$ cat config.mk
export PLATFORM = sky130hd
export DESIGN_NAME = vca_out
export DESIGN_NICKNAME = d
export VERILOG_FILES = /design/src/hdl/vca_pkg.sv /design/src/hdl/vca_out.sv
export SDC_FILE = /design/constraint.sdc
export NUM_CORES = 2
export LEC_CHECK = 0
export BUFFER_PORTS_ARGS = -buffer_cell sky130_fd_sc_hd__buf_2
export CORE_UTILIZATION = 40
export DETAILED_ROUTE_END_ITERATION = 10
export PLACE_DENSITY = 0.64
export SYNTH_ARGS = -nofsm -noshare
export SYNTH_HDL_FRONTEND = slang
export SYNTH_SLANG_ARGS = --single-unit
$ cat constraint.sdc
create_clock -name aclk -period 6.4 [get_ports aclk]
set_input_delay 0 -clock aclk [delete_from_list [all_inputs] [get_ports aclk]]
set_output_delay 0 -clock aclk [all_outputs]
set_load 0.02 [all_outputs]
$ cat src/hdl/vca_pkg.sv
`timescale 1ns / 1ps
// vca_pkg: widths, register indexes, configuration struct and the exponential
// gain rom of the voltage controlled amplifier core. No dependencies.
package vca_pkg;

    // sample format
    localparam int SAMPLE_BITS    = 16;
    localparam int FRAC_BITS      = SAMPLE_BITS - 3;
    localparam int IN_TDATA_W     = ((4 * SAMPLE_BITS + 7) / 8) * 8;
    localparam int OUT_TDATA_W    = ((SAMPLE_BITS + 7) / 8) * 8;

    // register file
    localparam int CFG_INDEX_W    = 3;
    localparam int CFG_DATA_W     = 16;
    localparam int GAIN_REG_W     = 15;
    localparam int SCALE_REG_W    = 16;

    localparam logic [CFG_INDEX_W-1:0] REG_BASE_GAIN    = 3'd0;
    localparam logic [CFG_INDEX_W-1:0] REG_CV_B_SCALE   = 3'd1;
    localparam logic [CFG_INDEX_W-1:0] REG_SIG_A_SCALE  = 3'd2;
    localparam logic [CFG_INDEX_W-1:0] REG_SIG_B_SCALE  = 3'd3;
    localparam logic [CFG_INDEX_W-1:0] REG_OUTPUT_LEVEL = 3'd4;
    localparam logic [CFG_INDEX_W-1:0] REG_EXP_MODE     = 3'd5;

    // Q2.14 unity
    localparam int Q14_ONE        = 16384;

    typedef struct packed {
        logic [GAIN_REG_W-1:0]  base_gain;
        logic [GAIN_REG_W-1:0]  cv_b_scale;
        logic [SCALE_REG_W-1:0] sig_a_scale;
        logic [SCALE_REG_W-1:0] sig_b_scale;
        logic [SCALE_REG_W-1:0] output_level;
        logic                   exp_mode;
    } cfg_t;

    // datapath widths
    localparam int CV_PROD_W      = SAMPLE_BITS + GAIN_REG_W + 1;
    localparam int MIX_PROD_W     = SAMPLE_BITS + SCALE_REG_W + 1;
    localparam int V_SUM_W        = SAMPLE_BITS + 18;
    localparam int V_W            = V_SUM_W - FRAC_BITS;
    localparam int MIX_SUM_W      = MIX_PROD_W + 1;
    localparam int MIX_W          = MIX_SUM_W - 14;

    // exponential rom
    localparam int EXP_TABLE_BITS = 8;
    localparam int ROM_N          = 1 << EXP_TABLE_BITS;
    localparam int IDX_W          = EXP_TABLE_BITS + 1;
    localparam int ROM_W          = 28;
    localparam int POS_FRAC_W     = 15;
    localparam int VCLAMP_W       = 16;
    localparam int INTERP_W       = ROM_W + POS_FRAC_W;

    localparam int G_W            = (V_W > ROM_W + 1) ? V_W : ROM_W + 1;
    localparam int GL_W           = G_W + 2;
    localparam int Y_W            = GL_W + MIX_W;

    localparam longint          EXPC_Q32 = 64'sd57068181052;
    localparam longint unsigned LN2_Q30  = 64'd744261118;

    typedef logic [ROM_W-1:0] exp_rom_t [0:ROM_N];

    // floored quotient by shift and subtract, used while building the rom
    function automatic longint unsigned floor_quot(input longint unsigned num,
                                                   input longint unsigned den);
        longint unsigned q;
        longint unsigned r;
        int              b;
        q = '0;
        r = '0;
        for (b = 63; b >= 0; b--) begin
            r = {r[62:0], num[b]};
            if (r >= den) begin
                r    = r - den;
                q[b] = 1'b1;
            end
        end
        return q;
    endfunction

    // 2^y in Q14 for y in Q32, 12-term series for the fractional power
    function automatic longint unsigned exp_rom_entry(input int k);
        longint          y;
        longint          ip;
        longint          fr;
        longint unsigned t;
        longint unsigned sum;
        longint unsigned term;
        int              sh;
        int              n;
        y    = (EXPC_Q32 * longint'(2 * k - ROM_N)) >>> EXP_TABLE_BITS;
        ip   = y >>> 32;
        fr   = y - ip * 64'sd4294967296;
        t    = ($unsigned(fr >>> 2) * LN2_Q30) >> 30;
        sum  = 64'd1 << 30;
        term = 64'd1 << 30;
        for (n = 1; n <= 12; n++) begin
            term = floor_quot((term * t) >> 30, 64'(n));
            sum  = sum + term;
        end
        sh = 16 - int'(ip);
        return (sum + (64'd1 << (sh - 1))) >> sh;
    endfunction

    function automatic exp_rom_t build_exp_rom();
        exp_rom_t r;
        int       k;
        for (k = 0; k <= ROM_N; k++) begin
            r[k] = ROM_W'(exp_rom_entry(k));
        end
        return r;
    endfunction

    localparam exp_rom_t EXP_ROM = build_exp_rom();

endpackage

$ cat src/hdl/vca_out.sv
`timescale 1ns / 1ps
// vca_out: level scaling, final product with rounding and the saturating output
// register that drives the result channel. Depends on vca_pkg.
module vca_out (
    input  logic                                   aclk,
    input  logic                                   aresetn,
    input  logic                                   adv,
    input  vca_pkg::cfg_t                          cfg,
    input  logic                                   in_valid,
    input  logic signed [vca_pkg::G_W-1:0]         in_gain,
    input  logic signed [vca_pkg::MIX_W-1:0]       in_mix,
    output logic                                   out_valid,
    output logic signed [vca_pkg::SAMPLE_BITS-1:0] out_sample,
    output logic                                   out_clipped
);

    localparam int SB   = vca_pkg::SAMPLE_BITS;
    localparam int YW   = vca_pkg::Y_W;
    localparam int YS_W = YW - 14;
    localparam int LP_W = vca_pkg::G_W + vca_pkg::SCALE_REG_W + 1;

    localparam logic signed [YW-1:0] ROUND_HALF = YW'(1 << 13);
    localparam logic signed [SB-1:0] SAT_HI     = {1'b0, {(SB - 1){1'b1}}};
    localparam logic signed [SB-1:0] SAT_LO     = {1'b1, {(SB - 1){1'b0}}};

    logic signed [LP_W-1:0]              level_prod;
    logic                                s6_valid_reg;
    logic signed [vca_pkg::GL_W-1:0]     s6_gl_reg;
    logic signed [vca_pkg::MIX_W-1:0]    s6_mix_reg;

    logic signed [YW-1:0]                y_next;
    logic                                s7_valid_reg;
    logic signed [YW-1:0]                s7_y_reg;

    logic signed [YS_W-1:0]              y_shift;
    logic                                ovf_pos;
    logic                                ovf_neg;
    logic signed [SB-1:0]                sample_next;
    logic                                clip_next;

    logic                                out_valid_reg;
    logic signed [SB-1:0]                sample_reg;
    logic                                clip_reg;

    // stage 6: apply the output level, floored Q14
    assign level_prod = in_gain * $signed({1'b0, cfg.output_level});

    // stage 7: gain times mix plus half an lsb
    assign y_next = s6_gl_reg * s6_mix_reg + ROUND_HALF;

    // output stage: drop fraction bits and clamp to the sample range
    always_comb begin
        y_shift     = s7_y_reg[14 +: YS_W];
        ovf_pos     = !y_shift[YS_W-1] && (|y_shift[YS_W-2:SB-1]);
        ovf_neg     = y_shift[YS_W-1] && !(&y_shift[YS_W-2:SB-1]);
        clip_next   = ovf_pos || ovf_neg;
        if (ovf_pos) begin
            sample_next = SAT_HI;
        end else if (ovf_neg) begin
            sample_next = SAT_LO;
        end else begin
            sample_next = y_shift[SB-1:0];
        end
    end

    always_ff @(posedge aclk) begin
        if (!aresetn) begin
            s6_valid_reg  <= 1'b0;
            s7_valid_reg  <= 1'b0;
            out_valid_reg <= 1'b0;
        end else if (adv) begin
            s6_valid_reg  <= in_valid;
            s7_valid_reg  <= s6_valid_reg;
            out_valid_reg <= s7_valid_reg;
        end
    end

    always_ff @(posedge aclk) begin
        if (adv) begin
            s6_gl_reg  <= level_prod[14 +: vca_pkg::GL_W];
            s6_mix_reg <= in_mix;
            s7_y_reg   <= y_next;
            sample_reg <= sample_next;
            clip_reg   <= clip_next;
        end
    end

    assign out_valid   = out_valid_reg;
    assign out_sample  = sample_reg;
    assign out_clipped = clip_reg;

endmodule

==> qor.yml <==
worstMarginPinSlew_ns: 0.9687
worstSetupPathType: "register to register"
met1_length_um: 46510
place_hpwl_um: 86410
h-tree-depth: 3
num-fill-cells: 9522
remaining_drc_errors: 0
async_flop_share: 0
worstSkewPairLatency_ns: 0.42
vias: 28590
cts_root_buf: "clkbuf_16"
path_max_fanout: 23
ant_nets: 0
grt_pass1_vias: 31910
numClockSinks: 108
wl_met2_um: 48260
hold_path.class: "input pin to register"
cp_slowest_stage_delay_ns: 0.58
reg2reg_from: "s6_mix_reg[4]"
pre_cts_ws_ns: -0.5215
worst_slack_ns: -0.3709
pin_count: 150
fin_cells: 5980
violations: "negative setup slack"
maxCapViolCount: 0
cp-end-kind: "register"
rows: 116
clkSlewWorstSetupHoldPaths_ns: 0.09
synth_edf_count: 105
syn_nets: 5740
crit_required_ns: 6.57
cp.arrival_ns: 6.94
highest_layer: "met5"
status: "complete, but fails checks"
hp-start: "adv"
largest_reg_flops: 37
die_width_um: 321.4
finalHoldViolCount: 0
core_um2: 100600
routedWlPerCell_um: 17.20
r2r_cells: 21
drv_slew: 0
start_kind: "register"
cts_tree: "yes"
ctsLongestPathBuffers: 2
grt_first_pass_wirelength_um: 168500
grt_max_degree: 61
initial_core_util: 0.4057
nNetsFinal: 6039
synth_cells: 4319
path_cells: "buf_12, and2_1, fa_1, fa_1, inv_1, fa_1, inv_1, fa_1, fa_1, fa_1, fa_1, ha_4, buf_4, nand4_1, buf_4, o31a_1, o21ai_4, a21oi_4, o31a_1, o31a_1, xnor2_1"
period_needed_ns: 6.771
numCtsBuffers: 9
routed_wl_um: 102800
synth_cell_types: 68
diodes: 0
seq_area_frac_synth: 0.07873
drive_gt1_frac: 0.1307
via_per_inst: 4.780
cpMaxStageDelayCell: "fa_1"
fp.dieH_um: 321.4
setup_viol: 27
period_share: 1.058
track_usage: 0.2078
avgSynthCellArea_um2: 9.449
hold-path-endpoint: "s6_mix_reg[3]"
dieArea_um2: 103300
r2r_end: "s7_y_reg[50]"
rsz0062_at_grt: "yes"
place.gp.congestion: 0.9281
finClkSkew_ns: 0.01936
timing.reg2reg.setup_slack_ns: -0.37
ys_warn_count: 0
grt_remaining_overflow: 0
synth_seq_cells: 108
relSlewSlack: 0.3503
antenna_found_initial: 1
drt_iter0_drc: 1688
syn_area_um2: 40810
fin_area_um2: 46620
drt_first_pass_iters: 5
dp.cells: 5909
clock.fmax_ghz: 0.1477
met3_wirelength_um: 6054
place_area_um2: 45240
path_common_cell: "fa_1"
area_growth_pct: 14.23
holdPathStages: 1
ys.flop_type: "edfxtp_1"
io_buffers: 86
## cell families (layout without fill, tap and decap cells)
kind of cell	Yosys count	count (layout)	synth area share
buffers and inverters	1357	1661	0.1248
adders and majority gates	1289	1289	0.5898
and+or+nand+nor	1257	1257	0.1519
AOI/OAI and AO/OA	216	216	0.03480
DFF	108	108	0.07873
xor gates and xnor gates	88	88	0.01889
muxes	4	4	0.0009812
## worst max-delay path by stage
stage                  startpoint      endpoint  slack, ns  depth (start not counted)
floorplan           s6_mix_reg[4]  s7_y_reg[50]      -0.02                         25
global placement    s6_gl_reg[10]  s7_y_reg[43]      -0.45                         23
detailed placement   s6_gl_reg[9]  s7_y_reg[44]      -0.52                         24
CTS                 s6_mix_reg[8]  s7_y_reg[49]      -0.31                         23
global route        s6_mix_reg[8]  s7_y_reg[47]      -0.59                         21
finish              s6_mix_reg[4]  s7_y_reg[50]      -0.37                         21
## synthesized netlist by cell type (5+ instances only)
cell      number  area (um^2)
nand4_1       18        112.6
nor4_1         5        31.28
nand2b_1      15        93.84
o21bai_1      11        82.58
nor2_1        41        153.9
buf_1          6        22.52
nand2_1      623         2338
and3_1        12        75.07
edfxtp_1     105         3153
and2_1       491         3072
xor2_1        33        289.0
o21ai_0       23        115.1
o21ai_1       12        60.06
a21o_1        35        262.8
nor3_1        13        65.06
clkbuf_1     197        739.5
ha_1         231         2890
xnor2_1       55        481.7
a211oi_1       7        52.55
nor2b_1       11        68.82
inv_1       1152         4324
a21oi_1       77        385.4
fa_1        1058        21180
nand3_1       12        60.06
## critical path, delay by kind of cell, from the launching register on
kind | cells | cell delay (ns)
AND/OR/NAND/NOR | 2 | 0.27
AO/OA/AOI/OAI | 5 | 1.22
flip-flops | 1 | 0.43
adder cells (fa/ha/maj) | 8 | 3.86
buffers and inverters | 5 | 0.60
XOR/XNOR | 1 | 0.12
## layer usage
metal  vias to the layer above  GRT usage
li1                      12970          -
met1                     14690     0.2875
met2                       798     0.3466
met3                       127    0.02802
met4                         2    0.04709
met5                         -          0
## cell type report
cell class              count  area, um^2  area share
multi-input cells        2854       33130      0.7107
inverters                1153        4328     0.09284
repair buffers            492        3964     0.08503
flip-flops and latches    108        3213     0.06893
well taps                1357        1698     0.03642
clock buffers               9       225.2    0.004831
clock inverters             7       58.81    0.001262
## through the flow
stage                TNS, ns  hold slack [ns]  utilization
floorplan           -0.02449          0.09887            -
finish                -5.364           0.1884       0.4635
global placement      -7.475           0.1778       0.4498
detailed placement    -8.871           0.1802       0.4498
CTS                   -4.288           0.2237       0.4602
global route          -12.60           0.2397       0.4635
## what timing repair did
| action | in CTS | in global routing |
|---|---|---|
| endpoints found under the hold margin | 23 | 0 |
| setup buffers | 22 | 8 |
| cloned | 2 | 1 |
| hold buffers | 22 | 0 |
| pin swaps | 28 | 18 |
| resized for setup | 63 | 57 |
| endpoints found under the setup margin | 28 | 34 |
## cell usage in the layout, fill, tap and decap left out, types with 5 or more instances in the layout
| cell | synthesis | layout |
|---|---|---|
| and3_1 | 12 | 10 |
| clkbuf_16 | 0 | 10 |
| a21oi_4 | 1 | 5 |
| o21ai_0 | 23 | 18 |
| buf_2 | 1 | 85 |
| nor3_2 | 1 | 5 |
| fa_1 | 1058 | 1041 |
| a21oi_2 | 1 | 15 |
| edfxtp_1 | 105 | 105 |
| xnor2_1 | 55 | 55 |
| inv_2 | 1 | 12 |
| nor3_1 | 13 | 9 |
| fa_2 | 0 | 17 |
| buf_4 | 0 | 347 |
| nor2b_1 | 11 | 11 |
| o21ai_1 | 12 | 11 |
| a21oi_1 | 77 | 59 |
| and2_1 | 491 | 485 |
| nand2b_1 | 15 | 15 |
| dlygate4sd3_1 | 0 | 22 |
| nand3_1 | 12 | 10 |
| and2_4 | 0 | 6 |
| nand2_1 | 623 | 619 |
| buf_6 | 0 | 6 |
| a211oi_1 | 7 | 5 |
| nand4_1 | 18 | 18 |
| xor2_1 | 33 | 33 |
| ha_4 | 0 | 15 |
| o21bai_1 | 11 | 11 |
| inv_1 | 1152 | 1141 |
| buf_12 | 0 | 27 |
| a21o_1 | 35 | 35 |
| nor2_1 | 41 | 38 |
| ha_1 | 231 | 213 |
Power is left out: the tool's default activity adds up to more than one toggle a clock period on the data nets, which glitch-free logic cannot reach.
